<file path="src/hdl/depth_thickness_patch_smoother_defines.svh">
// Assertion macros used by the depth/thickness smoother top level.
`ifndef DEPTH_THICKNESS_PATCH_SMOOTHER_DEFINES_SVH
`define DEPTH_THICKNESS_PATCH_SMOOTHER_DEFINES_SVH

`ifndef NO_ASSERTIONS

// Same-cycle implication, disabled while reset is asserted
`define DTPS_ASSERT_IMPL(lbl, clk, rst_n, ante, cons, msg) \
    lbl: assert property (@(posedge clk) disable iff (!rst_n) (ante) |-> (cons)) else $error(msg);

// Next-cycle implication, disabled while reset is asserted
`define DTPS_ASSERT_NEXT(lbl, clk, rst_n, ante, cons, msg) \
    lbl: assert property (@(posedge clk) disable iff (!rst_n) (ante) |=> (cons)) else $error(msg);

`else

`define DTPS_ASSERT_IMPL(lbl, clk, rst_n, ante, cons, msg)
`define DTPS_ASSERT_NEXT(lbl, clk, rst_n, ante, cons, msg)

`endif

`endif

</file>
<file path="src/hdl/dtps_pkg.sv">
// Types, widths, pipeline stage map and constants of the depth/thickness smoother.
package dtps_pkg;

    // Field widths
    localparam int DEPTH_W   = 32;
    localparam int THICK_W   = 31;
    localparam int INF_W     = 16;
    localparam int INF_FRAC  = 8;
    localparam int PROD_W    = INF_W + THICK_W;
    localparam int BOUND_W   = PROD_W - INF_FRAC;
    localparam int NUM_NB    = 8;
    localparam int SUM1_W    = BOUND_W + 1;
    localparam int SUM2_W    = BOUND_W + 2;
    localparam int SUM_W     = BOUND_W + 3;
    localparam int CNT_W     = 4;
    localparam int MIN_VALID = 3;

    // Divider: remainder stays below the count (at most 8)
    localparam int DIV_BITS  = 4;
    localparam int DQ_W      = 32;
    localparam int DIV_STG   = DQ_W / DIV_BITS;
    localparam int REM_W     = 3;

    // Pipeline stage map
    localparam int STG_IN    = 1;
    localparam int STG_BND   = 2;
    localparam int STG_CLP   = 3;
    localparam int STG_T1    = 4;
    localparam int STG_T2    = 5;
    localparam int STG_SUM   = 6;
    localparam int STG_DIV0  = 7;
    localparam int STG_OUT   = STG_DIV0 + DIV_STG;
    localparam int NUM_STG   = STG_OUT;

    localparam logic [THICK_W-1:0] THICK_MAX         = '1;
    localparam logic [INF_W-1:0]   MIN_INFLATE_RESET = 16'd256;
    localparam logic [INF_W-1:0]   MAX_INFLATE_RESET = 16'd1024;
    localparam logic [CNT_W-1:0]   MIN_VALID_CNT     = CNT_W'(MIN_VALID);

    typedef logic signed [DEPTH_W-1:0] t_depth;
    typedef logic [THICK_W-1:0]        t_thick;
    typedef logic [INF_W-1:0]          t_inflate;
    typedef logic [BOUND_W-1:0]        t_bound;
    typedef logic [SUM_W-1:0]          t_sum;
    typedef logic [CNT_W-1:0]          t_cnt;
    typedef logic [NUM_STG:1]          t_stg_vec;

    // Configuration register indexes
    typedef enum logic [0:0] {
        CFG_MIN_INFLATE = 1'b0,
        CFG_MAX_INFLATE = 1'b1
    } t_cfg_idx;

    // Divider working state: partial remainder and dividend/quotient shifter
    typedef struct packed {
        logic [REM_W-1:0] rem;
        logic [DQ_W-1:0]  dq;
    } t_div;

endpackage

</file>
<file path="src/hdl/dtps_div.sv">
// Pipelined divider of the neighbor sum by the small valid count, with saturation flag.
module dtps_div (
    input  logic               i_clk,
    input  dtps_pkg::t_stg_vec i_en,
    input  dtps_pkg::t_sum     i_sum,
    input  dtps_pkg::t_cnt     i_cnt,
    output dtps_pkg::t_thick   o_quot,
    output logic               o_sat
);

    dtps_pkg::t_div r_dv  [dtps_pkg::DIV_STG];
    dtps_pkg::t_cnt r_cnt [dtps_pkg::DIV_STG];
    logic           r_sat [dtps_pkg::DIV_STG];
    dtps_pkg::t_div dv_in;
    logic           sat_in;

    // Several restoring steps, one quotient bit each
    function automatic dtps_pkg::t_div div_steps(input dtps_pkg::t_div d,
                                                 input dtps_pkg::t_cnt cnt);
        dtps_pkg::t_div r;
        dtps_pkg::t_cnt t;
        logic           qb;
        r = d;
        for (int s = 0; s < dtps_pkg::DIV_BITS; s++) begin
            t = {r.rem, r.dq[dtps_pkg::DQ_W-1]};
            if (t >= cnt) begin
                t  = t - cnt;
                qb = 1'b1;
            end else begin
                qb = 1'b0;
            end
            r.rem = t[dtps_pkg::REM_W-1:0];
            r.dq  = {r.dq[dtps_pkg::DQ_W-2:0], qb};
        end
        return r;
    endfunction

    // Quotient overflows 31 bits exactly when sum >> 31 reaches the count
    assign sat_in = i_sum[dtps_pkg::SUM_W-1:dtps_pkg::THICK_W]
                    >= (dtps_pkg::SUM_W - dtps_pkg::THICK_W)'(i_cnt);
    assign dv_in  = '{rem: i_sum[dtps_pkg::DQ_W +: dtps_pkg::REM_W],
                      dq:  i_sum[dtps_pkg::DQ_W-1:0]};

    for (genvar j = 0; j < dtps_pkg::DIV_STG; j++) begin : g_stage
        if (j == 0) begin : g_first
            always_ff @(posedge i_clk) begin
                if (i_en[dtps_pkg::STG_DIV0]) begin
                    r_dv[j]  <= div_steps(dv_in, i_cnt);
                    r_cnt[j] <= i_cnt;
                    r_sat[j] <= sat_in;
                end
            end
        end else begin : g_next
            always_ff @(posedge i_clk) begin
                if (i_en[dtps_pkg::STG_DIV0 + j]) begin
                    r_dv[j]  <= div_steps(r_dv[j-1], r_cnt[j-1]);
                    r_cnt[j] <= r_cnt[j-1];
                    r_sat[j] <= r_sat[j-1];
                end
            end
        end
    end

    assign o_quot = r_dv[dtps_pkg::DIV_STG-1].dq[dtps_pkg::THICK_W-1:0];
    assign o_sat  = r_sat[dtps_pkg::DIV_STG-1];

endmodule

</file>
<file path="config.mk">
export PLATFORM = sky130hd
export DESIGN_NAME = dtps_div
export DESIGN_NICKNAME = d
export VERILOG_FILES = /design/src/hdl/depth_thickness_patch_smoother_defines.svh /design/src/hdl/dtps_pkg.sv /design/src/hdl/dtps_div.sv
export SDC_FILE = /design/constraint.sdc
export NUM_CORES = 1
export LEC_CHECK = 0
export BUFFER_PORTS_ARGS = -buffer_cell sky130_fd_sc_hd__buf_2
export CORE_ASPECT_RATIO = 0.8
export CORE_MARGIN = 8
export CORE_UTILIZATION = 45
export CTS_BUF_LIST = sky130_fd_sc_hd__clkbuf_8 sky130_fd_sc_hd__clkbuf_16
export CTS_CLUSTER_SIZE = 20
export DETAILED_ROUTE_END_ITERATION = 8
export HOLD_SLACK_MARGIN = 0.06
export SLEW_MARGIN = 20
export SYNTH_ARGS = -nofsm -noshare
export SYNTH_HDL_FRONTEND = slang
export SYNTH_SLANG_ARGS = --single-unit
</file>
<file path="constraint.sdc">
create_clock -name i_clk -period 6.51 [get_ports i_clk]
set_input_delay 1.302 -clock i_clk [delete_from_list [all_inputs] [get_ports i_clk]]
set_output_delay 1.302 -clock i_clk [all_outputs]
set_load 0.005 [all_outputs]
</file>
==> results of run 1 <==
==> cell families after synthesis <==
logic type                 after synthesis  synth area share, %
AOI/OAI and AO/OA                      166                 7.86
muxes                                   49                 3.71
DFF                                    305                 63.5
and+or+nand+nor                        101                 3.20
buffers and inverters                  143                 4.56
xor gates and xnor gates                30                 1.82
adders and majority gates              159                 15.4
==> critical path: cells and delay by family <==
family | cells | cell delay [ns]
adders and majority gates | 4 | 1.76
and+or+nand+nor | 4 | 0.64
muxes | 1 | 0.31
AOI/OAI and AO/OA | 7 | 1.50
buffers and inverters | 3 | 0.43
==> routing by layer <==
layer,share of wire [%],global-route usage [%]
met5,0,0
met1,52,17.7
met3,5.2,2.80
met2,40,17.1
met4,2.5,4.14
==> synth_stat cells, drive strengths merged, types with 2 or more instances <==
master,count,area share [%]
inv,108,2.8
edfxtp,305,63
nand3,8,0.28
nor2,40,1.0
a32o,11,0.76
fa,31,4.3
a21oi,51,1.9
a211oi,12,0.80
mux2,30,2.3
o21ai,53,2.0
o32ai,4,0.45
a21o,5,0.26
o2bb2ai,2,0.12
xnor2,15,0.91
ha,128,11
nor3b,5,0.26
a21boi,3,0.16
nor2b,5,0.22
o22a,5,0.30
xor2,15,0.91
nand2b,8,0.35
o21bai,10,0.65
nand2,26,0.68
a31oi,8,0.35
buf,35,1.8
or2,7,0.30
mux2i,19,1.4
==> power groups by stage <==
stage / clock network, µW / logic [µW] / registers [µW]
2_1_floorplan: 0 / 2960 / 2860
3_3_place_gp: 0 / 3540 / 2900
3_5_place_dp: 0 / 3610 / 2910
4_1_cts: 1970 / 3640 / 2870
5_1_grt: 2050 / 4160 / 2900
6_report: 1910 / 3610 / 2870
==> sequential cells by signal (all words and copies together), names as in the netlist <==
name / flops
r_sat: 8
r_dv: 269
r_cnt: 28
==> metrics by stage <==
step / total power (µW) / util [%] / instances
2_1_floorplan: 5820 / - / 953
3_3_place_gp: 6440 / 48.1 / 1424
3_5_place_dp: 6520 / 48.1 / 1424
4_1_cts: 8480 / 51.7 / 1484
5_1_grt: 9110 / 51.7 / 1484
6_report: 8380 / 51.7 / 1484
==> layout make-up <==
cell class / instances / area, µm² / share of cell area (%)
multi-input cells: 505 / 4620 / 28.4
clock inverters: 23 / 218 / 1.34
well taps: 420 / 526 / 3.23
flip-flops and latches: 305 / 9160 / 56.3
inverters: 108 / 405 / 2.49
repair buffers: 86 / 430 / 2.64
clock buffers: 37 / 926 / 5.69
==> path summary, 6_finish.rpt <==
path / end / slack [ns] / start
hold reg to reg: r_dv[0][135] / 0.41 / r_dv[0][96]
setup / recovery: r_dv[0][34] / 0.82 / i_cnt[1]
hold / removal: r_dv[0][135] / 0.41 / r_dv[0][96]
setup reg to reg: r_dv[0][69] / 1.12 / r_cnt[0][1]
==> flow_summary.yaml, run 1 <==
outcome:
  run_status: "complete, no violations"
power:
  net_switching_share_of_the_total_power_pct: 33.1
  power.sequential.fraction_pct: 34.2
  p_int_uw: 5610
  p_clk_share_pct: 22.8
  pwr-share-comb_pct: 43.0
  power.switching_uw: 2770
  worst_ir_drop_vdd_v: 0.000189
  power.static_leakage_uw: 0.00648
  total_power_density_per_cell_area_nw_per_um2: 515
cts:
  cts_resized: 0
  cts_root_buffer: "sky130_fd_sc_hd__clkbuf_16"
  cts_tree: "yes"
  clock-sinks: 305
  cts.repair_timing.setup_buffer_count: 0
  cts_buffer_depth: 3
  clk_pin_slew_worst_paths_ns: 0.06
  postCtsHoldBufs: 0
  tritoncts.num_buffers: 34
  h_tree_levels: 2
  worst_skew_pair.late_latency_ns: 0.50
worst_setup_path:
  cpMaxStageDelayCell: "sky130_fd_sc_hd__fa_1"
  cp-start-kind: "input pin"
  timing.reg2reg.worst_path_depth: 20
  cp_data_required_time_ns: 6.76
  critical_path_peak_fanout: 6
  critical_path.endpoint_type: "register"
  cp_cell_instances: "buf_2 -> inv_1 -> fa_1 -> nor2_1 -> o21ai_1 -> a32o_1 -> fa_1 -> or2_0 -> a32o_1 -> fa_1 -> o21ai_0 -> a21oi_1 -> o2bb2ai_1 -> ha_1 -> a211oi_1 -> nor2_1 -> nor2_1 -> inv_1 -> mux2_1"
  timing.critical_path.arrival_ns: 5.94
  crit_path_max_incr_delay_ns: 0.51
  setup.worst_path.class: "in2reg"
finish:
  layout_common_cells: "sky130_fd_sc_hd__edfxtp_1, sky130_fd_sc_hd__ha_1, sky130_fd_sc_hd__inv_1"
  drive_above_1_share_pct: 17.7
  relative_area_change_from_synthesis_to_final_layout_pct: 12.8
  finish.instance_area_um2: 16300
  nFillCells: 2658
  diodes: 0
  layout.cells.most_common: "sky130_fd_sc_hd__edfxtp_1"
  nNetsFinal: 1261
yosys:
  synth_fp_nets: 1174
  synth-async-reset-ratio_pct: 0
  syn_avg_cell_area_um2: 15.1
  summed_instance_area_of_the_synthesized_netlist_um2: 14400
  synth-edff-count: 305
  register_bit_total_from_synthesis: 305
  ys.flop_type: "sky130_fd_sc_hd__edfxtp_1"
  seq_area_frac_synth_pct: 63.5
  synthCells: 953
  synth_warnings: 0
  yosysUniqueCellTypes: 40
placed_design:
  place.gp.congestion: 0.838
  hpwlAfterDp_um: 16200
  port_buffers: 86
  standard_cell_area_after_detailed_placement_um2: 15100
  post-place-ws_ns: 0.376
global_route:
  grt_pass1_wl_um: 37300
  grt_usage_pct: 12.0
  antenna_found_initial: 0
  gr-total-overflow: 0
  first_global_vias: 7263
  grt_max_degree: 40
job:
  timing.max_cap.violations: 0
sta:
  setup_total_negative_slack_ns: 0
  maxSlewHeadroom_pct: 36.9
  max_freq_mhz: 176
  max_slew.worst_pin.slew_ns: 0.947
  hold_violations: 0
  setup_violations: 0
  postLayoutSetupSlackWorst_ns: 0.819
  clock_skew_ns: 0.0115
  holdWs_ns: 0.410
  post-route-min-period_ns: 5.69
  final_min_period_over_clock_period_pct: 87.4
  unrepaired_setup_endpoints_after_global_routing: "no"
  slew_violations: 0
floorplanning:
  fp.dieH_um: 176
  floorplan.core_area_um2: 31500
  die-area_um2: 38100
  io_pins: 94
  initial_utilization_pct: 45.8
  placementRows: 58
  die-width_um: 216
min_path:
  path_type_of_the_worst_min_delay_path: "reg2reg"
  min_delay_path_depth: 0
detailed_routing:
  num_vias: 7218
  avgRoutedWirePerCell_um: 15.1
  drt.antenna.violating_nets: 0
  drt_iter0_drc: 284
  vias_per_cell: 4.86
  routed_wirelength_um: 22500
  detail_route.drc_violations: 0
  first_pass_iters: 4
Power figures use the tool's default switching activity.
==> run 2: changes to the inputs <==
==> constraint.sdc (replaced) <==
create_clock -name i_clk -period 4.6 [get_ports i_clk]
set_input_delay 0.92 -clock i_clk [delete_from_list [all_inputs] [get_ports i_clk]]
set_output_delay 0.92 -clock i_clk [all_outputs]
set_load 0.05 [all_outputs]
==> flow_summary.yaml, run 2 (synthesis gave the netlist of run 1 again) <==
min_path:
  path_type_of_the_worst_min_delay_path: "reg2reg"
floorplanning:
  placementRows: 58
  die-width_um: 216
  io_pins: 94
  fp.dieH_um: 176
  floorplan.core_area_um2: 31500
  die-area_um2: 38100
  initial_utilization_pct: 45.8
outcome:
  failed_checks: "setup timing"
  run_status: "finished with violations"
sta:
  setup_total_negative_slack_ns: -1.26
  unrepaired_setup_endpoints_after_global_routing: "yes"
  holdWs_ns: 0.409
  hold_violations: 0
  postLayoutSetupSlackWorst_ns: -0.141
  max_freq_mhz: 211
  final_min_period_over_clock_period_pct: 103
  setup_violations: 20
  post-route-min-period_ns: 4.74
  maxSlewHeadroom_pct: 37.4
  clock_skew_ns: 0.0158
  max_slew.worst_pin.slew_ns: 0.938
  slew_violations: 0
worst_setup_path:
  setup.worst_path.class: "reg2reg"
  critical_path.endpoint_type: "register"
  critical_path_peak_fanout: 3
  timing.critical_path.arrival_ns: 5.01
  crit_path_max_incr_delay_ns: 0.44
  cpMaxStageDelayCell: "sky130_fd_sc_hd__fa_2"
  cp_data_required_time_ns: 4.86
  cp-start-kind: "register"
  cp_cell_instances: "inv_2 -> ha_4 -> inv_2 -> fa_2 -> a21oi_2 -> o21ai_2 -> mux2_4 -> ha_4 -> nand2_4 -> or2_0 -> a32o_2 -> fa_2 -> a31oi_4 -> nor2_4 -> o2bb2ai_4 -> fa_2 -> a211oi_2 -> nor2_1 -> nor2_2 -> inv_2 -> mux2_4"
detailed_routing:
  num_vias: 8288
  first_pass_iters: 6
  detail_route.drc_violations: 0
  drt.antenna.violating_nets: 0
  avgRoutedWirePerCell_um: 15.6
  drt_iter0_drc: 360
  routed_wirelength_um: 27000
  vias_per_cell: 4.78
finish:
  diodes: 0
  layout_common_cells: "sky130_fd_sc_hd__edfxtp_1, sky130_fd_sc_hd__buf_4, sky130_fd_sc_hd__ha_1"
  finalNonFillerCells: 1734
  nFillCells: 2359
  relative_area_change_from_synthesis_to_final_layout_pct: 36.0
  layout.cells.most_common: "sky130_fd_sc_hd__edfxtp_1"
  finish.instance_area_um2: 19600
  drive_above_1_share_pct: 50.5
  nNetsFinal: 1510
  largest-register: "r_dv"
  reg_top3: "r_dv x269, r_cnt x28, r_sat x8"
  largest_register_ff_count: 269
power:
  total_power_density_per_cell_area_nw_per_um2: 895
  power.switching_uw: 5910
  power.static_leakage_uw: 0.00793
  power.sequential.fraction_pct: 23.1
  net_switching_share_of_the_total_power_pct: 33.6
  p_clk_share_pct: 14.8
  worst_ir_drop_vdd_v: 0.000443
  pwr-share-comb_pct: 62.1
  p_int_uw: 11600
job:
  timing.max_cap.violations: 0
cts:
  cts_root_buffer: "sky130_fd_sc_hd__clkbuf_16"
  postCtsHoldBufs: 0
  clk_pin_slew_worst_paths_ns: 0.05
  h_tree_levels: 2
  cts_tree: "yes"
  tritoncts.num_buffers: 34
  cts_buffer_depth: 3
  clock-sinks: 305
  worst_skew_pair.late_latency_ns: 0.51
global_route:
  grt_pass1_wl_um: 42200
  antenna_found_initial: 1
  grt_max_degree: 40
  grt_usage_pct: 13.5
  gr-total-overflow: 0
  first_global_vias: 8468
placed_design:
  placed_cells: 1592
  port_buffers: 86
  post-place-ws_ns: -0.845
  place.gp.congestion: 0.801
  standard_cell_area_after_detailed_placement_um2: 16500
  hpwlAfterDp_um: 17900
-- run 2: worst paths after layout --
kind               start  cells past startpoint  slack (ns)      endpoint
max          r_dv[0][31]                     21       -0.14   r_dv[0][69]
min reg2reg  r_dv[0][78]                      0        0.41  r_dv[0][117]
min          r_dv[0][78]                      0        0.41  r_dv[0][117]
max reg2reg  r_dv[0][31]                     21       -0.14   r_dv[0][69]
-- run 2: through the flow --
step / util (%) / total power, µW
after floorplan: - / 8460
after global placement: 52.4 / 10700
after detailed placement: 52.4 / 10900
after CTS: 59.1 / 15600
after global routing: 62.3 / 18700
final: 62.3 / 17600
-- run 2: final cells by class --
type / instances / area (µm²) / share of cell area, %
flip-flops and latches: 305 / 9160 / 46.7
clock buffers: 37 / 926 / 4.72
well taps: 420 / 526 / 2.68
inverters: 108 / 422 / 2.15
multi-input cells: 505 / 6040 / 30.8
repair buffers: 335 / 2390 / 12.2
clock inverters: 24 / 164 / 0.835
-- run 2: worst max-delay path: cells and delay by family (launching register included) --
| kind | cells | cell delay, ns |
|---|---|---|
| simple gates | 5 | 0.61 |
| compound gates | 6 | 1.12 |
| mux | 2 | 0.62 |
| fa+ha+maj | 5 | 1.57 |
| buf+inv | 3 | 0.19 |
| flops | 1 | 0.37 |
-- run 2: layer usage --
metal / GRT usage (%) / wire, µm
met1: 18.7 / 13000
met2: 20.6 / 12200
met5: 0 / 13
met4: 4.14 / 461
met3: 3.56 / 1320
-- run 2: repair_timing --
item,in CTS,in global routing
resized for setup,174,150
buffers inserted,47,36
setup endpoints to repair,29,30
pin swaps,95,106
-- run 2: power groups by stage --
stage	Sequential [µW]	Clock (µW)	Combinational [µW]
finish	4060	2600	10900
global route	4110	2800	11800
CTS	4060	2690	8810
detailed placement	4110	0	6790
global placement	4100	0	6640
floorplan	4050	0	4400
