==> src/hdl/depth_thickness_patch_smoother_defines.svh <==
// Assertion macros used by the depth/thickness smoother top level.
`ifndef DEPTH_THICKNESS_PATCH_SMOOTHER_DEFINES_SVH
`define DEPTH_THICKNESS_PATCH_SMOOTHER_DEFINES_SVH

`ifndef NO_ASSERTIONS

// Same-cycle implication, disabled while reset is asserted
`define DTPS_ASSERT_IMPL(lbl, clk, rst_n, ante, cons, msg) \
    lbl: assert property (@(posedge clk) disable iff (!rst_n) (ante) |-> (cons)) else $error(msg);

// Next-cycle implication, disabled while reset is asserted
`define DTPS_ASSERT_NEXT(lbl, clk, rst_n, ante, cons, msg) \
    lbl: assert property (@(posedge clk) disable iff (!rst_n) (ante) |=> (cons)) else $error(msg);

`else

`define DTPS_ASSERT_IMPL(lbl, clk, rst_n, ante, cons, msg)
`define DTPS_ASSERT_NEXT(lbl, clk, rst_n, ante, cons, msg)

`endif

`endif

==> src/hdl/dtps_pkg.sv <==
// Types, widths, pipeline stage map and constants of the depth/thickness smoother.
package dtps_pkg;

    // Field widths
    localparam int DEPTH_W   = 32;
    localparam int THICK_W   = 31;
    localparam int INF_W     = 16;
    localparam int INF_FRAC  = 8;
    localparam int PROD_W    = INF_W + THICK_W;
    localparam int BOUND_W   = PROD_W - INF_FRAC;
    localparam int NUM_NB    = 8;
    localparam int SUM1_W    = BOUND_W + 1;
    localparam int SUM2_W    = BOUND_W + 2;
    localparam int SUM_W     = BOUND_W + 3;
    localparam int CNT_W     = 4;
    localparam int MIN_VALID = 3;

    // Divider: remainder stays below the count (at most 8)
    localparam int DIV_BITS  = 4;
    localparam int DQ_W      = 32;
    localparam int DIV_STG   = DQ_W / DIV_BITS;
    localparam int REM_W     = 3;

    // Pipeline stage map
    localparam int STG_IN    = 1;
    localparam int STG_BND   = 2;
    localparam int STG_CLP   = 3;
    localparam int STG_T1    = 4;
    localparam int STG_T2    = 5;
    localparam int STG_SUM   = 6;
    localparam int STG_DIV0  = 7;
    localparam int STG_OUT   = STG_DIV0 + DIV_STG;
    localparam int NUM_STG   = STG_OUT;

    localparam logic [THICK_W-1:0] THICK_MAX         = '1;
    localparam logic [INF_W-1:0]   MIN_INFLATE_RESET = 16'd256;
    localparam logic [INF_W-1:0]   MAX_INFLATE_RESET = 16'd1024;
    localparam logic [CNT_W-1:0]   MIN_VALID_CNT     = CNT_W'(MIN_VALID);

    typedef logic signed [DEPTH_W-1:0] t_depth;
    typedef logic [THICK_W-1:0]        t_thick;
    typedef logic [INF_W-1:0]          t_inflate;
    typedef logic [BOUND_W-1:0]        t_bound;
    typedef logic [SUM_W-1:0]          t_sum;
    typedef logic [CNT_W-1:0]          t_cnt;
    typedef logic [NUM_STG:1]          t_stg_vec;

    // Configuration register indexes
    typedef enum logic [0:0] {
        CFG_MIN_INFLATE = 1'b0,
        CFG_MAX_INFLATE = 1'b1
    } t_cfg_idx;

    // Divider working state: partial remainder and dividend/quotient shifter
    typedef struct packed {
        logic [REM_W-1:0] rem;
        logic [DQ_W-1:0]  dq;
    } t_div;

endpackage

==> src/hdl/dtps_lane.sv <==
// One neighbor lane: validity, absolute depth difference and clamp to the bounds.
module dtps_lane (
    input  logic              i_clk,
    input  dtps_pkg::t_stg_vec i_en,
    input  dtps_pkg::t_depth  i_center_depth,
    input  dtps_pkg::t_depth  i_nbr_depth,
    input  logic              i_inside,
    input  dtps_pkg::t_bound  i_lower,
    input  dtps_pkg::t_bound  i_upper,
    output dtps_pkg::t_bound  o_clamp,
    output logic              o_vld
);

    logic [dtps_pkg::DEPTH_W:0]   delta;
    logic [dtps_pkg::DEPTH_W:0]   mag;
    logic [dtps_pkg::THICK_W-1:0] r_diff;
    logic                         r_nv;
    dtps_pkg::t_bound             ext;
    dtps_pkg::t_bound             lo_cl;
    dtps_pkg::t_bound             n_clamp;
    dtps_pkg::t_bound             r_clamp;
    logic                         r_vld;

    // |center - neighbor|; fits 31 bits whenever both depths are positive
    assign delta = {i_center_depth[dtps_pkg::DEPTH_W-1], i_center_depth}
                 - {i_nbr_depth[dtps_pkg::DEPTH_W-1], i_nbr_depth};
    assign mag   = delta[dtps_pkg::DEPTH_W] ? (~delta + 1'b1) : delta;

    always_ff @(posedge i_clk) begin
        if (i_en[dtps_pkg::STG_BND]) begin
            r_diff <= mag[dtps_pkg::THICK_W-1:0];
            r_nv   <= i_inside && (i_nbr_depth > 32'sd0);
        end
    end

    // Raise to lower bound first, then cap at upper (crossed bounds give upper)
    always_comb begin
        ext     = {{(dtps_pkg::BOUND_W - dtps_pkg::THICK_W){1'b0}}, r_diff};
        lo_cl   = (ext < i_lower) ? i_lower : ext;
        n_clamp = (lo_cl > i_upper) ? i_upper : lo_cl;
    end

    always_ff @(posedge i_clk) begin
        if (i_en[dtps_pkg::STG_CLP]) begin
            r_clamp <= n_clamp;
            r_vld   <= r_nv;
        end
    end

    assign o_clamp = r_clamp;
    assign o_vld   = r_vld;

endmodule

==> config.mk <==
export PLATFORM = sky130hd
export DESIGN_NAME = dtps_lane
export DESIGN_NICKNAME = d
export VERILOG_FILES = /design/src/hdl/depth_thickness_patch_smoother_defines.svh /design/src/hdl/dtps_pkg.sv /design/src/hdl/dtps_lane.sv
export SDC_FILE = /design/constraint.sdc
export NUM_CORES = 1
export LEC_CHECK = 0
export BUFFER_PORTS_ARGS = -buffer_cell sky130_fd_sc_hd__buf_2
export CAP_MARGIN = 20
export CORE_ASPECT_RATIO = 0.9
export CORE_MARGIN = 10
export CORE_UTILIZATION = 35
export CTS_BUF_LIST = sky130_fd_sc_hd__clkbuf_4 sky130_fd_sc_hd__clkbuf_8
export DETAILED_ROUTE_END_ITERATION = 7
export GPL_TIMING_DRIVEN = 0
export PLACE_DENSITY = 0.55
export SLEW_MARGIN = 20
export SYNTH_ARGS = -nofsm -noshare
export SYNTH_HDL_FRONTEND = slang
export SYNTH_SLANG_ARGS = --single-unit
==> constraint.sdc <==
create_clock -name i_clk -period 14.9 [get_ports i_clk]
set_input_delay 0 -clock i_clk [delete_from_list [all_inputs] [get_ports i_clk]]
set_output_delay 0 -clock i_clk [all_outputs]
set_load 0.1 [all_outputs]
==> reports/results.tsv, run 1 <==
metric	value	unit
outcome	complete, no violations	
Final #Nets	1476	
Die W	184	microns
Core Rows	53	
period utilization	43.0	%
ys flop type	edfxtp_1	
DRT iter0 DRCs	576	
Power per Cell Area	85.3	nW/um^2
Synth async-reset ratio	0	%
worst setup margin	8490	ps
initial antenna violation count	0	
Ys Warns	0	
vias in the first global route	8013	
fmax	156	MHz
critical path type	flop to flop	
antenna cells	0	
Total GRT Usage	16.3	%
worst hold slack	29.3	ps
maximum vdd drop	0.0318	mV
detailed placer's ending HPWL	22.1	mm
clk_lat worst skew	350	ps
Root Buffer	clkbuf_8	
die footprint	30700	sq um
Sw Ratio	43.7	%
syn nets	1264	
dpl ws	8780	ps
post-route ant nets	0	
vias per cell	5.36	
Yosys reg bits	72	
clk slew on worst S/H paths	70	ps
via count	8144	
io pins	199	
Post-Syn Area per Cell	8.41	sq um
clk buf depth	2	
post-CTS sizing	0	
CTS Buf Count	9	
post-route setup TNS	0	ps
Final Max Slew Viols	0	
Logic pwr share	51.3	%
Worst Setup Start Kind	flop	
CTS tree	built	
DRC errors left	0	
Synth cell types	91	
fin area	10000	sq um
CTS sink cnt	72	
Placed Area	9730	sq um
total grt overflow	0	
CP arrival	6510	ps
layout cells sized above 1	21.6	%
P_leak	4.70	nW
die span in y	167	microns
unrepaired setup endpoints after global routing	false	
Pre-antenna DRT Iters	5	
sw power	374	uW
critical path fanouts, max	10	
Clock power frac	14.8	%
sequential cell area fraction in the yosys report	25.7	%
Flop pwr share	33.9	%
Starting Density	35.8	%
WL final	25.9	mm
Port Buffer Count	185	
Max transition margin	38.3	%
Layout area overhead	19.2	%
placer's final routability congestion estimate	0.868	
largest net degree at the start of global routing	41	
fin crit period	6410	ps
first-pass GRT wire length	41.3	mm
Setup crit end kind	flop	
Required @ worst endpoint	15000	ps
Fin. Hold Viols	0	
Hold WC Path Type	input port to flop	
number of synthesized flops with an enable pin	72	
Routed wire per std cell	17.0	microns
measured slew at the worst slew-check pin	926	ps
Post-Syn Area	8420	sq um
Max H-tree Level	3	
max_cap viols	0	
skew final	11.4	ps
core area	23500	sq um
endpoints failing setup	0	
Cell Int Power	482	uW
Mapped Cells	1002	
logic make-up after synthesis:
logic type | after synthesis | share of synthesized area (%)
muxes | 11 | 1.44
AOI/OAI and AO/OA | 314 | 26.1
buffers and inverters | 173 | 8.54
xor gates and xnor gates | 45 | 4.68
adders and majority gates | 103 | 15.4
and+or+nand+nor | 284 | 18.1
DFF | 72 | 25.7
state kept, by name, summed over array words and instances (netlist names):
| signal | flops |
|---|---|
| o_clamp | 39 |
| r_diff | 31 |
| o_vld | 1 |
| r_nv | 1 |
metal layers:
metal,track usage [%],share of wire (%)
met1,22.7,49
met2,25.2,43
met3,3.35,6.8
met4,3.77,0.93
met5,0,0
area by class of cell:
cell class,instances,area [sq um]
Tap cell,302,378
Clock buffer,11,139
Buffer,60,295
Timing Repair Buffer,201,1090
Fill cell,2410,13500
Inverter,113,424
Clock inverter,3,11.3
Multi-Input combinational cell,757,5540
Sequential cell,72,2160
critical path: stages, from the launching register on:
cell and delay (ps):
edfxtp_1 420, ha_1 320, nand2_1 70, or4_1 550
nor4_1 430, o21a_1 280, clkbuf_1 370, o31ai_1 200
nand2_1 100, ha_1 230, a21o_1 180, a21o_1 160
a21oi_1 150, o21ai_0 90, nand2_1 80, o211ai_1 170
a211oi_1 650, a21o_1 240, clkbuf_1 490, mux2_2 400
dlygate4sd3_1 560
what timing repair did:
action / CTS / global route
hold buffers: 16 / 0
setup buffers: 0 / 0
endpoints found under the setup margin: 0 / 0
hold endpoints to repair: 8 / 0
power groups by stage:
| stage | combinational, mW | sequential [mW] | clock (mW) |
|---|---|---|---|
| 2_1_floorplan | 0.232 | 0.387 | 0 |
| 3_3_place_gp | 0.429 | 0.294 | 0 |
| 3_5_place_dp | 0.433 | 0.294 | 0 |
| 4_1_cts | 0.440 | 0.290 | 0.133 |
| 5_1_grt | 0.484 | 0.294 | 0.140 |
| 6_report | 0.439 | 0.290 | 0.127 |
through the flow:
step | utilization [%] | std cells | total power, mW
floorplan | - | 1002 | 0.619
global route | 42.6 | 1519 | 0.918
detailed placement | 41.3 | 1489 | 0.727
CTS | 42.6 | 1519 | 0.864
global placement | 41.3 | 1489 | 0.723
finish | 42.6 | 1519 | 0.856
Yosys cell counts (4+ instances only):
library cell  count  share of area [%]
nand4_1          30                2.2
a41oi_1           5               0.52
xnor2_1          31                3.2
nor4_1           16                1.2
ha_1            102                 15
and4_1            4               0.42
inv_1           113                5.0
and3_1            6               0.45
clkbuf_1         37                1.6
or4_1             4               0.36
nor2_1           34                1.5
or3_1             6               0.45
o21ai_1          12               0.71
o21ai_0          36                2.1
buf_6             5               0.67
nor3_1           12               0.71
and2_1            6               0.45
o211a_1           4               0.48
nor2b_1           5               0.37
edfxtp_1         72                 26
xor2_1           14                1.5
o21a_1            5               0.45
nand2_1          79                3.5
nand3_1          50                3.0
a31oi_1          37                2.7
a21oi_1          61                3.6
buf_2            12               0.71
o31ai_1          36                3.2
a211oi_1         38                3.4
a21o_1           35                3.1
nand2b_1          6               0.45
o211ai_1          4               0.36
mux2_2            9                1.2
cell usage in the layout, fill, tap and decap left out, types with 4 or more instances in the layout:
cell and count:
o21ai_1 12, nand2b_1 6, o21ai_0 36, nand4_1 30, clkbuf_1 37, edfxtp_1 72, mux2_2 9, clkbuf_8 10
nor4_1 16, and2_1 6, or3_1 6, buf_2 197, inv_1 113, xnor2_1 31, nor2b_1 5, or4_1 4
ha_1 102, dlygate4sd3_1 16, o31ai_1 36, o211ai_1 4, a21oi_1 61, nor3_1 12, nand2_1 79, a211oi_1 38
xor2_1 14, buf_6 5, and3_1 6, and4_1 4, a41oi_1 5, o21a_1 5, a21o_1 35, nand3_1 50
a31oi_1 37, nor2_1 34, o211a_1 4
final timing paths:
path / startpoint / to / slack, ps / cells past startpoint
hold / removal: i_upper[7] / o_clamp[7]$_DFFE_PP_ / 30 / 3
setup reg to reg: r_diff[28]$_DFFE_PP_ / o_clamp[37]$_DFFE_PP_ / 8490 / 20
setup / recovery: r_diff[28]$_DFFE_PP_ / o_clamp[37]$_DFFE_PP_ / 8490 / 20
hold reg to reg: r_nv$_DFFE_PP_ / o_vld$_DFFE_PP_ / 430 / 0
Power figures use the tool's default switching activity.
==> run 2, diff against run 1 <==
==> constraint.sdc (replaced) <==
create_clock -name i_clk -period 6.4 [get_ports i_clk]
set_input_delay 0 -clock i_clk [delete_from_list [all_inputs] [get_ports i_clk]]
set_output_delay 0 -clock i_clk [all_outputs]
set_load 0.1 [all_outputs]
==> reports/results.tsv, run 2 (synthesized netlist as in run 1, its figures left out) <==
metric	value	unit	change
Worst Setup Start Kind	input port		was flop
post-route ant nets	0		unchanged
first-pass GRT wire length	41.5	mm	was 41.3 mm
Routed wire per std cell	17.1	microns	was 17.0 microns
die span in y	167	microns	unchanged
Cell Chain, Critical Path	dlygate4sd3_1 > buf_2 > nor4_1 > nand2_1 > or4_1 > nor4_1 > o21a_1 > clkbuf_1 > o31ai_1 > nand2_1 > ha_1 > a21o_1 > a21o_1 > a21oi_1 > o21ai_0 > nand2_1 > o211ai_1 > a211oi_2 > a21o_1 > clkbuf_1 > clkbuf_1 > a31oi_1		was ha_1 > nand2_1 > or4_1 > nor4_1 > o21a_1 > clkbuf_1 > o31ai_1 > nand2_1 > ha_1 > a21o_1 > a21o_1 > a21oi_1 > o21ai_0 > nand2_1 > o211ai_1 > a211oi_1 > a21o_1 > clkbuf_1 > mux2_2 > dlygate4sd3_1
placer's final routability congestion estimate	0.868		unchanged
clk buf depth	2		unchanged
CTS tree	built		unchanged
vias per cell	5.35		was 5.36
endpoints failing setup	0		unchanged
measured slew at the worst slew-check pin	929	ps	was 926 ps
CTS Buf Count	9		unchanged
power consumption	1.99	mW	was 856 uW
crit path to	o_clamp[23]$_DFFE_PP_		was o_clamp[37]$_DFFE_PP_
delay-heaviest family, CP	compound AO/OA/AOI/OAI gates		unchanged
post-route setup TNS	0	ps	unchanged
io pins	199		unchanged
Hold WC Path Type	input port to flop		unchanged
routing usage on met3	3.31	%	was 3.35%
GR peak layer	met2		unchanged
outcome	complete, no violations		unchanged
WL final	26.0	mm	was 25.9 mm
skew final	11.6	ps	was 11.4 ps
Pre-antenna DRT Iters	8		was 5
unrepaired setup endpoints after global routing	false		unchanged
Worst path depth	22		was 20
critical path type	input port to flop		was flop to flop
most common cell after layout, fill and taps aside	buf_2		unchanged
Fin. Hold Viols	0		unchanged
worst hold slack	26.8	ps	was 29.3 ps
CP arrival	5990	ps	was 6510 ps
grt met2 use	25.5	%	was 25.2%
fin crit period	5910	ps	
fin area	10000	sq um	about the same
Power per Cell Area	198	nW/um^2	was 85.3 nW/um^2
Root Buffer	clkbuf_8		unchanged
P_leak	4.70	nW	about the same
Total GRT Usage	16.4	%	was 16.3%
total grt overflow	0		unchanged
Layout area overhead	19.2	%	about the same
fmax	169	MHz	
Slowest Stage Delay on Critical Path	600	ps	was 650 ps
Core Rows	53		unchanged
Max transition margin	38.1	%	was 38.3%
via count	8125		was 8144
Critical Path Start	i_lower[31]		was r_diff[28]$_DFFE_PP_
final core occ	42.7	%	was 42.6%
r2r endpoint	o_clamp[23]$_DFFE_PP_		was o_clamp[37]$_DFFE_PP_
period utilization	92.4	%	
Starting Density	35.8	%	unchanged
dpl ws	277	ps	was 8780 ps
initial antenna violation count	0		unchanged
die footprint	30700	sq um	unchanged
max_cap viols	0		unchanged
Crit-path slowest cell	or4_1		was a211oi_1
layout cells sized above 1	21.7	%	was 21.6%
Max H-tree Level	3		unchanged
core area	23500	sq um	unchanged
worst flop-to-flop path startpoint	r_diff[28]$_DFFE_PP_		unchanged
DRT iter0 DRCs	618		was 576
CTS sink cnt	72		unchanged
DRC errors left	0		unchanged
clk slew on worst S/H paths	70	ps	about the same
placed cells	1489		unchanged
Filler cells	2406		was 2410
largest net degree at the start of global routing	41		unchanged
most frequent cells in the layout	buf_2 (197), inv_1 (113), ha_1 (102)		unchanged
worst setup margin	489	ps	was 8490 ps
critical path fanouts, max	10		unchanged
antenna cells	0		unchanged
detailed placer's ending HPWL	22.1	mm	unchanged
vias in the first global route	8026		was 8013
reg2reg path depth	20		unchanged
Die W	184	microns	unchanged
Placed Area	9730	sq um	unchanged
Final Max Slew Viols	0		unchanged
reg2reg setup slack	490	ps	was 8490 ps
final cell count without fillers	1519		unchanged
Setup crit end kind	flop		unchanged
Required @ worst endpoint	6470	ps	was 15000 ps
met1 Track Usage GR	22.8	%	was 22.7%
CP bufs+invs	5		was 3
Port Buffer Count	185		unchanged
maximum vdd drop	0.0745	mV	was 0.0318 mV
clk_lat worst skew	350	ps	about the same
Final #Nets	1476		unchanged
max reg flops	39		unchanged
-- run 2: cell types whose count changed in the layout (fill, tap and decap cells not counted) --
cell / change
a211oi_1: -1
a211oi_2: +1
-- run 2: power breakdown --
part           total, mW  internal, mW  switching, mW
clock              0.296         0.141          0.155
sequential         0.675         0.634         0.0412
combinational       1.02         0.343          0.675
total               1.99          1.12          0.872
-- run 2: worst min path at each step --
stage | endpoint | start | cells past startpoint | slack (ps)
global route | o_clamp[21]$_DFFE_PP_ | i_upper[21] | 3 | 20
CTS | o_clamp[7]$_DFFE_PP_ | i_upper[7] | 3 | 5
detailed placement | o_clamp[32]$_DFFE_PP_ | i_upper[32] | 2 | 330
global placement | o_clamp[31]$_DFFE_PP_ | i_upper[31] | 2 | 320
floorplan | o_clamp[0]$_DFFE_PP_ | i_en[2] | 0 | 110
finish | o_clamp[24]$_DFFE_PP_ | i_upper[24] | 3 | 30
-- run 2: routing by layer --
layer  routed length, microns  share of wire [%]
met1                    12900                 50
met4                      269                1.0
met3                     1650                6.4
met5                        0                  0
met2                    11200                 43
-- run 2: area by class of cell --
cell class | count | area [sq um] | share of cell area, %
flip-flops and latches | 72 | 2160 | 21.5
plain buffers | 60 | 295 | 2.94
inverters | 113 | 424 | 4.22
clock inverters | 3 | 11.3 | 0.112
clock buffers | 11 | 139 | 1.38
repair buffers | 201 | 1090 | 10.8
multi-input cells | 757 | 5550 | 55.2
well taps | 302 | 378 | 3.76
-- run 2: repair_timing --
action,CTS,global route
setup endpoints to repair,0,10
setup buffers,0,0
hold buffers,16,0
resized for setup,0,1
endpoints found under the hold margin,8,0
-- run 2: tightest hold or removal path: cells and delay by family --
family | cells | cell delay (ps)
AO/OA/AOI/OAI | 2 | 170
buffers and inverters | 1 | 90
