**config.mk**
```make
export PLATFORM = sky130hd
export DESIGN_NAME = dtps_merge
export DESIGN_NICKNAME = d
export VERILOG_FILES = /design/src/hdl/depth_thickness_patch_smoother_defines.svh /design/src/hdl/dtps_pkg.sv /design/src/hdl/dtps_merge.sv
export SDC_FILE = /design/constraint.sdc
export NUM_CORES = 1
export LEC_CHECK = 0
export BUFFER_PORTS_ARGS = -buffer_cell sky130_fd_sc_hd__buf_2
export CELL_PAD_IN_SITES_DETAIL_PLACEMENT = 0
export CELL_PAD_IN_SITES_GLOBAL_PLACEMENT = 1
export CORE_MARGIN = 2
export CORE_UTILIZATION = 45
export DETAILED_ROUTE_END_ITERATION = 8
export PLACE_DENSITY_LB_ADDON = 0.1
export SETUP_SLACK_MARGIN = 0.15
export SYNTH_ARGS = -nofsm -noshare
export SYNTH_HDL_FRONTEND = slang
export SYNTH_SLANG_ARGS = --single-unit
```
**constraint.sdc**
```tcl
create_clock -name i_clk -period 3.95 [get_ports i_clk]
set_clock_uncertainty 0.15 [all_clocks]
set_input_delay 0.395 -clock i_clk [delete_from_list [all_inputs] [get_ports i_clk]]
set_output_delay 0.395 -clock i_clk [all_outputs]
set_load 0.01 [all_outputs]
```
**src/hdl/depth_thickness_patch_smoother_defines.svh**
```systemverilog
// Assertion macros used by the depth/thickness smoother top level.
`ifndef DEPTH_THICKNESS_PATCH_SMOOTHER_DEFINES_SVH
`define DEPTH_THICKNESS_PATCH_SMOOTHER_DEFINES_SVH

`ifndef NO_ASSERTIONS

// Same-cycle implication, disabled while reset is asserted
`define DTPS_ASSERT_IMPL(lbl, clk, rst_n, ante, cons, msg) \
    lbl: assert property (@(posedge clk) disable iff (!rst_n) (ante) |-> (cons)) else $error(msg);

// Next-cycle implication, disabled while reset is asserted
`define DTPS_ASSERT_NEXT(lbl, clk, rst_n, ante, cons, msg) \
    lbl: assert property (@(posedge clk) disable iff (!rst_n) (ante) |=> (cons)) else $error(msg);

`else

`define DTPS_ASSERT_IMPL(lbl, clk, rst_n, ante, cons, msg)
`define DTPS_ASSERT_NEXT(lbl, clk, rst_n, ante, cons, msg)

`endif

`endif

```
**src/hdl/dtps_pkg.sv**
```systemverilog
// Types, widths, pipeline stage map and constants of the depth/thickness smoother.
package dtps_pkg;

    // Field widths
    localparam int DEPTH_W   = 32;
    localparam int THICK_W   = 31;
    localparam int INF_W     = 16;
    localparam int INF_FRAC  = 8;
    localparam int PROD_W    = INF_W + THICK_W;
    localparam int BOUND_W   = PROD_W - INF_FRAC;
    localparam int NUM_NB    = 8;
    localparam int SUM1_W    = BOUND_W + 1;
    localparam int SUM2_W    = BOUND_W + 2;
    localparam int SUM_W     = BOUND_W + 3;
    localparam int CNT_W     = 4;
    localparam int MIN_VALID = 3;

    // Divider: remainder stays below the count (at most 8)
    localparam int DIV_BITS  = 4;
    localparam int DQ_W      = 32;
    localparam int DIV_STG   = DQ_W / DIV_BITS;
    localparam int REM_W     = 3;

    // Pipeline stage map
    localparam int STG_IN    = 1;
    localparam int STG_BND   = 2;
    localparam int STG_CLP   = 3;
    localparam int STG_T1    = 4;
    localparam int STG_T2    = 5;
    localparam int STG_SUM   = 6;
    localparam int STG_DIV0  = 7;
    localparam int STG_OUT   = STG_DIV0 + DIV_STG;
    localparam int NUM_STG   = STG_OUT;

    localparam logic [THICK_W-1:0] THICK_MAX         = '1;
    localparam logic [INF_W-1:0]   MIN_INFLATE_RESET = 16'd256;
    localparam logic [INF_W-1:0]   MAX_INFLATE_RESET = 16'd1024;
    localparam logic [CNT_W-1:0]   MIN_VALID_CNT     = CNT_W'(MIN_VALID);

    typedef logic signed [DEPTH_W-1:0] t_depth;
    typedef logic [THICK_W-1:0]        t_thick;
    typedef logic [INF_W-1:0]          t_inflate;
    typedef logic [BOUND_W-1:0]        t_bound;
    typedef logic [SUM_W-1:0]          t_sum;
    typedef logic [CNT_W-1:0]          t_cnt;
    typedef logic [NUM_STG:1]          t_stg_vec;

    // Configuration register indexes
    typedef enum logic [0:0] {
        CFG_MIN_INFLATE = 1'b0,
        CFG_MAX_INFLATE = 1'b1
    } t_cfg_idx;

    // Divider working state: partial remainder and dividend/quotient shifter
    typedef struct packed {
        logic [REM_W-1:0] rem;
        logic [DQ_W-1:0]  dq;
    } t_div;

endpackage

```
**src/hdl/dtps_merge.sv**
```systemverilog
// Merge stage: registered adder tree over the lanes plus valid-neighbor count.
module dtps_merge (
    input  logic                          i_clk,
    input  dtps_pkg::t_stg_vec            i_en,
    input  dtps_pkg::t_bound              i_val [dtps_pkg::NUM_NB],
    input  logic [dtps_pkg::NUM_NB-1:0]   i_vld,
    output dtps_pkg::t_sum                o_sum,
    output dtps_pkg::t_cnt                o_cnt
);

    logic [dtps_pkg::SUM1_W-1:0] r_s1 [dtps_pkg::NUM_NB/2];
    logic [dtps_pkg::SUM2_W-1:0] r_s2 [dtps_pkg::NUM_NB/4];
    dtps_pkg::t_sum              r_sum;
    dtps_pkg::t_cnt              r_c1;
    dtps_pkg::t_cnt              r_c2;
    dtps_pkg::t_cnt              r_cnt;
    dtps_pkg::t_bound            masked [dtps_pkg::NUM_NB];

    // Lanes without a valid neighbor contribute zero
    always_comb begin
        for (int i = 0; i < dtps_pkg::NUM_NB; i++) begin
            masked[i] = i_vld[i] ? i_val[i] : '0;
        end
    end

    // First level: pairs of lanes
    always_ff @(posedge i_clk) begin
        if (i_en[dtps_pkg::STG_T1]) begin
            for (int j = 0; j < dtps_pkg::NUM_NB/2; j++) begin
                r_s1[j] <= dtps_pkg::SUM1_W'(masked[2*j]) + dtps_pkg::SUM1_W'(masked[2*j+1]);
            end
            r_c1 <= dtps_pkg::CNT_W'($countones(i_vld));
        end
    end

    // Second level
    always_ff @(posedge i_clk) begin
        if (i_en[dtps_pkg::STG_T2]) begin
            for (int j = 0; j < dtps_pkg::NUM_NB/4; j++) begin
                r_s2[j] <= dtps_pkg::SUM2_W'(r_s1[2*j]) + dtps_pkg::SUM2_W'(r_s1[2*j+1]);
            end
            r_c2 <= r_c1;
        end
    end

    // Final sum
    always_ff @(posedge i_clk) begin
        if (i_en[dtps_pkg::STG_SUM]) begin
            r_sum <= dtps_pkg::SUM_W'(r_s2[0]) + dtps_pkg::SUM_W'(r_s2[1]);
            r_cnt <= r_c2;
        end
    end

    assign o_sum = r_sum;
    assign o_cnt = r_cnt;

endmodule

```
==> flow_summary_export.csv, run 1 <==
group,metric,value,unit
outcome,status,"complete, no violations",
placement,io_buffers,369,
sta,fmax,0.279,GHz
floorplan,design.core.area,56500,sq um
sta,hold_slack,0.132,ns
logic_synthesis,ys_async_sr_fraction,0,%
placement,dpl.hpwl,59.4,mm
cells_and_area,fin_util,52.9,%
sta,finalHoldViolCount,0,
logic_synthesis,seq_area_frac_synth,34.5,%
critical_path,reg2reg_to,"r_s2[0][39]$_DFFE_PP_",
logic_synthesis,syn_area,25800,sq um
logic_synthesis,synth_cell_types,86,
floorplan,rows,87,
sta,setup-tns-final,0,ns
critical_path,worstPathRequired,4.09,ns
floorplan,die_x,243,microns
sta,rsz0062_at_grt,"no",
logic_synthesis,synth_top_area_cell,"edfxtp_1",
critical_path,critPathLaunchType,"flop",
logic_synthesis,ys_warn_count,0,
cts,clk_pin_slew_worst_paths,0.06,ns
critical_path,path_max_fanout,4,
cts,cts.sinks,296,
critical_path,startpoint,"r_s1[1][1]$_DFFE_PP_",
drt,ant_nets,0,
drt,vias_per_cell,5.58,
drt,drt_wl_total,71.6,mm
drt,drt_pass1_iterations,5,
logic_synthesis,syn_avg_cell_area,9.40,sq um
logic_synthesis,yosysTopAreaCellShare,34.5,%
critical_path,crit_path_end,"r_s2[0][39]$_DFFE_PP_",
logic_synthesis,synth.area.top_cells,"edfxtp_1, ha_1, and2_1, xnor2_1, a21oi_1",
placement,placed_area,28800,sq um
power_and_ir_drop,power.leakage,13.7,nW
global_route,grt_pass1_wl,111,mm
cts,clkLatencyLatePin,0.53,ns
critical_path,worst_r2r_path_depth,10,
drt,vias,21800,
logic_synthesis,syn_inst,2744,
drt,drtIter0Drc,1335,
cells_and_area,area_growth_syn_to_layout,15.9,%
floorplan,start_util,45.7,%
sta,worst_slew_pin_slew,1.03,ns
global_route,grt_antenna_before_repair,0,
critical_path,r2r_setup_slack,0.37,ns
cells_and_area,num-nets-final,3754,
worst_hold_path,worstHoldStart,"i_val[156]",
logic_synthesis,synth_seq_cells,296,
power_and_ir_drop,peakVddDrop,0.327,mV
floorplan,boundaryPins,382,
critical_path,path_class,"reg2reg",
cells_and_area,drive_gt1_share,16.7,%
global_route,track_usage,23.4,%
cts,cts-root-buf,"clkbuf_16",
cts,numCtsBuffers,34,
worst_hold_path,hold_class,"in2reg",
sta,layout_min_cycle_time,3.58,ns
global_route,overflow,0,
critical_path,arrival,3.71,ns
floorplan,dieArea,59300,sq um
cells_and_area,n_fill_cell,5340,
cts,cts_tree,"done",
placement,place.gp.congestion,0.884,
power_and_ir_drop,powerDensity,478,nW/um^2
job,cap_violations,0,
global_route,grt_pass1_vias,20700,
cts,clock_path_buffers,3,
sta,fin_crit_sh,90.6,%
drt,drt-wirelength-per-cell,18.3,microns
global_route,grt_max_degree,100,
critical_path,critPathCaptureType,"flop",
sta,finalSetupViolCount,0,
cells_and_area,antennaDiodeCount,0,
logic_synthesis,ys.flop_type,"edfxtp_1",
cts,htreeDepth,2,
floorplan,chipHeight,243,microns
sta,maxSlewViolCount,0,
cells_and_area,fin_area,29900,sq um
sta,slew_headroom,31.2,%
drt,route.detailed.drc,0,
logic_synthesis,synth_edf_count,296,
critical_path,reg2reg_from,"r_s1[1][1]$_DFFE_PP_",
logic_synthesis,syn_nets,3371,
state kept, by name, summed over array words and instances, names as in the netlist:
name / cells
o_cnt: 4
r_c1: 4
r_c2: 4
r_s1: 160
o_sum: 42
r_s2: 82
Yosys cell counts, types with 8 or more instances:
master	instances
clkbuf_1	78
or3_1	14
a211oi_1	29
nand3_1	55
or2_2	9
inv_1	79
a21o_1	172
and3_1	37
and2_1	335
a21boi_0	9
fa_1	11
xor2_1	80
nand2b_1	29
o21ai_1	40
o21bai_1	40
nor2b_1	35
ha_1	280
nand2_1	150
xnor2_1	155
o211ai_1	15
a31oi_1	33
nor3_1	40
edfxtp_1	296
o21ai_0	113
nand4_1	30
nor2_1	132
a21oi_1	258
a221oi_1	8
o31ai_1	12
a41oi_1	11
and4_1	8
o21a_1	27
worst min path at each step:
stage / to / cells past startpoint
after global placement: r_c2[0]$_DFFE_PP_ / 0
after global routing: r_s1[0][0]$_DFFE_PP_ / 3
after floorplan: o_cnt[0]$_DFFE_PP_ / 0
final: r_s1[1][0]$_DFFE_PP_ / 3
after CTS: r_s1[1][0]$_DFFE_PP_ / 3
after detailed placement: r_c2[1]$_DFFE_PP_ / 0
metal layers:
metal	part of all wire (%)	track usage (%)	vias to the layer above
met5	0	0	-
met2	45	37.5	506
met1	48	34.0	10300
li1	-	-	10900
met3	5.1	2.83	59
met4	1.5	4.31	0
area by class of cell:
| class | instances | area [sq um] | area share [%] |
|---|---|---|---|
| clock buffers | 37 | 883 | 2.95 |
| clock inverters | 22 | 235 | 0.787 |
| inverters | 79 | 297 | 0.992 |
| multi-input cells | 2287 | 16300 | 54.6 |
| flip-flops and latches | 296 | 8890 | 29.7 |
| well taps | 756 | 946 | 3.16 |
| repair buffers | 429 | 2330 | 7.80 |
where the power goes:
group / internal (mW) / switching, mW
Clock: 1.89 / 1.29
Sequential: 4.55 / 0.373
Combinational: 2.55 / 3.63
Total: 8.99 / 5.29
layout by cell type, fill, tap and decap left out, types with 14 or more instances in the layout:
cell type  instances
o21ai_1           40
nor2b_1           35
buf_4             58
nand2_1          150
a21o_1           172
xor2_1            80
a31oi_1           33
clkbuf_16         35
o21ai_0          113
xnor2_1          155
a21oi_1          258
ha_1             280
buf_2            367
nor3_1            40
and2_1           335
nand4_1           30
edfxtp_1         296
or3_1             14
and3_1            37
o21bai_1          40
nand2b_1          29
nor2_1           132
nand3_1           55
o211ai_1          15
o21a_1            26
inv_1             79
a211oi_1          27
critical path, stage by stage, from the launching register on:
cell,delay [ns]
edfxtp_1,0.43
ha_1,0.35
a211oi_2,0.26
o211ai_1,0.21
and3_1,0.23
o32ai_2,0.37
o21ai_2,0.16
and4_4,0.25
o31ai_4,0.26
or4b_1,0.45
o211ai_1,0.22
stage by stage:
stage | setup slack [ns] | total power [mW] | std cells
after detailed placement | -0.0466 | 11.1 | 3846
final | 0.372 | 14.3 | 3906
after CTS | 0.241 | 14.3 | 3906
after global placement | -0.00867 | 11.0 | 3846
after global routing | 0.161 | 15.2 | 3906
after floorplan | 0.394 | 9.06 | 2744
cells by family after synthesis:
logic type,Yosys count,share of synthesized area [%]
AOI/OAI and AO/OA,864,22.0
xor gates and xnor gates,235,7.98
adders and majority gates,291,14.4
buffers and inverters,161,2.36
DFF,296,34.5
muxes,1,0.0436
and+or+nand+nor,896,18.7
repair_timing:
item | 4_1_cts | 5_1_grt
gates resized for setup | 0 | 4
hold buffers | 1 | 0
endpoints found under the setup margin | 0 | 11
buffers inserted | 0 | 0
endpoints found under the hold margin | 5 | 0
(Power assumes the default switching activity.)
==> run 2, diff against run 1 <==
Settings changed: CORE_MARGIN 2 to 10.
==> run 2 against run 1 <==
- count of clock-buffer cells in the layout unchanged
- via count increased by 0.31%
- sequential power about the same
- total power increased by 0.56%
- critical path depth increased by 2
- die area increased by 14%
- critical path type unchanged
- critical endpoint is now r_s2[0][28]$_DFFE_PP_
- highest routed layer is now met5
==> flow_summary_export.csv, run 2 (same netlist as run 1, synthesis figures left out) <==
group,metric,value,unit
sta,fmax,0.280,GHz
critical_path,path_delay_family,"compound AO/OA/AOI/OAI gates",
floorplan,start_util,45.6,%
cells_and_area,drive_gt1_share,16.8,%
cts,clk_pin_slew_worst_paths,0.06,ns
critical_path,path_class,"reg2reg",
drt,route.detailed.drc,0,
cts,htreeDepth,2,
drt,drt-wirelength-per-cell,19.4,microns
critical_path,slowest_delay,0.46,ns
outcome,status,"complete, no violations",
global_route,track_usage,21.7,%
placement,placed_area,28800,sq um
cells_and_area,area_growth_syn_to_layout,16.1,%
critical_path,cpMaxStageDelayCell,"fa_1",
power_and_ir_drop,peakVddDrop,0.419,mV
power_and_ir_drop,p_seq_share,34.4,%
sta,rsz0062_at_grt,"no",
power_and_ir_drop,clkPwrFrac,22.3,%
sta,finalSetupViolCount,0,
placement,dp_cells,3852,
global_route,grt_pass1_vias,21600,
cells_and_area,regMostFlops,"r_s1",
global_route,grt_pass1_wl,117,mm
critical_path,path_max_fanout,4,
floorplan,rows,87,
worst_hold_path,hold_class,"in2reg",
cells_and_area,mostFrequentLayoutCells,"buf_2, and2_1, edfxtp_1",
job,cap_violations,0,
sta,worst_slew_pin_slew,1.00,ns
critical_path,crit_chain,"ha_1 -> fa_1 -> a211oi_2 -> o21ai_1 -> a21oi_1 -> nor3b_1 -> buf_4 -> a31oi_1 -> o21ai_1 -> a21o_1 -> a21oi_1 -> xnor2_1",
critical_path,reg2reg_from,"r_s1[1][0]$_DFFE_PP_",
cells_and_area,finalNonFillerCells,3913,
floorplan,boundaryPins,382,
placement,dpl.hpwl,63.3,mm
floorplan,design.core.area,56600,sq um
sta,slew_headroom,33.0,%
cells_and_area,largest_register_ffs,160,
drt,drt_pass1_iterations,5,
power_and_ir_drop,p_int,9.03,mW
drt,drt_wl_total,75.8,mm
global_route,overflow,0,
power_and_ir_drop,swShare,37.2,%
cts,numCtsBuffers,34,
critical_path,worstPathRequired,4.06,ns
global_route,grt_max_degree,78,
power_and_ir_drop,pwr-share-comb,43.2,%
sta,finalHoldViolCount,0,
critical_path,arrival,3.68,ns
cells_and_area,fin_area,29900,sq um
cells_and_area,final_common_cell,"buf_2",
power_and_ir_drop,power.switching,5.34,mW
cts,cts_tree,"done",
cts,cts-root-buf,"clkbuf_16",
cells_and_area,num-nets-final,3759,
global_route,grt_antenna_before_repair,4,
drt,vias,21900,
cts,clkLatencyLatePin,0.56,ns
sta,fin_crit_sh,90.3,%
cells_and_area,multiInputGateArea,16300,sq um
sta,maxSlewViolCount,0,
sta,layout_min_cycle_time,3.57,ns
critical_path,startpoint,"r_s1[1][0]$_DFFE_PP_",
placement,place.gp.congestion,0.888,
critical_path,critPathCaptureType,"flop",
cells_and_area,seq_area,8890,sq um
floorplan,dieArea,67300,sq um
cts,cts_hold_buf,0,
floorplan,die_x,259,microns
cts,cts.sinks,296,
floorplan,chipHeight,259,microns
placement,io_buffers,369,
worst_hold_path,worstHoldStart,"i_val[156]",
drt,ant_nets,0,
drt,drtIter0Drc,1545,
cells_and_area,n_fill_cell,5327,
power_and_ir_drop,power.leakage,13.7,nW
cts,cts_resized,0,
power_and_ir_drop,powerDensity,480,nW/um^2
critical_path,critPathLaunchType,"flop",
critical_path,critPathBufInv,1,
cts,cts_setup_buffers,0,
sta,setup-tns-final,0,ns
drt,vias_per_cell,5.59,
cts,clock_path_buffers,3,
-- run 2: worst reg2reg max path: stages (launching register included) --
cell,delay (ns)
edfxtp_1,0.37
ha_1,0.26
fa_1,0.46
a211oi_2,0.29
o21ai_1,0.16
a21oi_1,0.27
nor3b_1,0.15
buf_4,0.18
a31oi_1,0.31
o21ai_1,0.18
a21o_1,0.20
a21oi_1,0.17
xnor2_1,0.13
-- run 2: metrics by stage --
step | worst slack [ns] | hold slack, ns | utilization, % | power, mW
2_1_floorplan | 0.394 | 0.250 | - | 9.06
5_1_grt | 0.190 | 0.115 | 52.9 | 15.3
3_3_place_gp | 0.0976 | 0.256 | 50.9 | 11.1
6_report | 0.384 | 0.107 | 52.9 | 14.4
4_1_cts | 0.301 | 0.0900 | 52.8 | 14.4
3_5_place_dp | -0.0520 | 0.260 | 50.9 | 11.1
-- run 2: routing by layer --
| layer | routed length [microns] | GRT usage, % | up-vias |
|---|---|---|---|
| met2 | 34900 | 34.9 | 566 |
| li1 | - | - | 11000 |
| met3 | 4310 | 3.50 | 87 |
| met4 | 1630 | 5.62 | 2 |
| met5 | 13 | 0 | - |
| met1 | 35000 | 29.7 | 10300 |
-- run 2: power by group through the flow --
stage	logic (mW)	clock network, mW	registers (mW)
after global placement	6.08	0	5.01
after detailed placement	6.13	0	5.01
after CTS	6.17	3.28	4.95
after global routing	6.88	3.41	5.00
after floorplan	4.17	0	4.89
final	6.21	3.21	4.95
-- run 2: cell type report --
class	count	area share, %
Antenna cell	1	0.00836
Clock buffer	37	2.88
Clock inverter	23	0.873
Inverter	79	0.990
Multi-Input combinational cell	2287	54.5
Sequential cell	296	29.7
Tap cell	756	3.16
Timing Repair Buffer	434	7.87
-- run 2: final timing paths --
check | cells after the start | slack, ns | endpoint
worst max-delay path | 12 | 0.38 | r_s2[0][28]$_DFFE_PP_
worst min-delay path | 3 | 0.11 | r_s1[1][0]$_DFFE_PP_
worst max register to register | 12 | 0.38 | r_s2[0][28]$_DFFE_PP_
worst min register to register | 0 | 0.27 | r_c2[1]$_DFFE_PP_
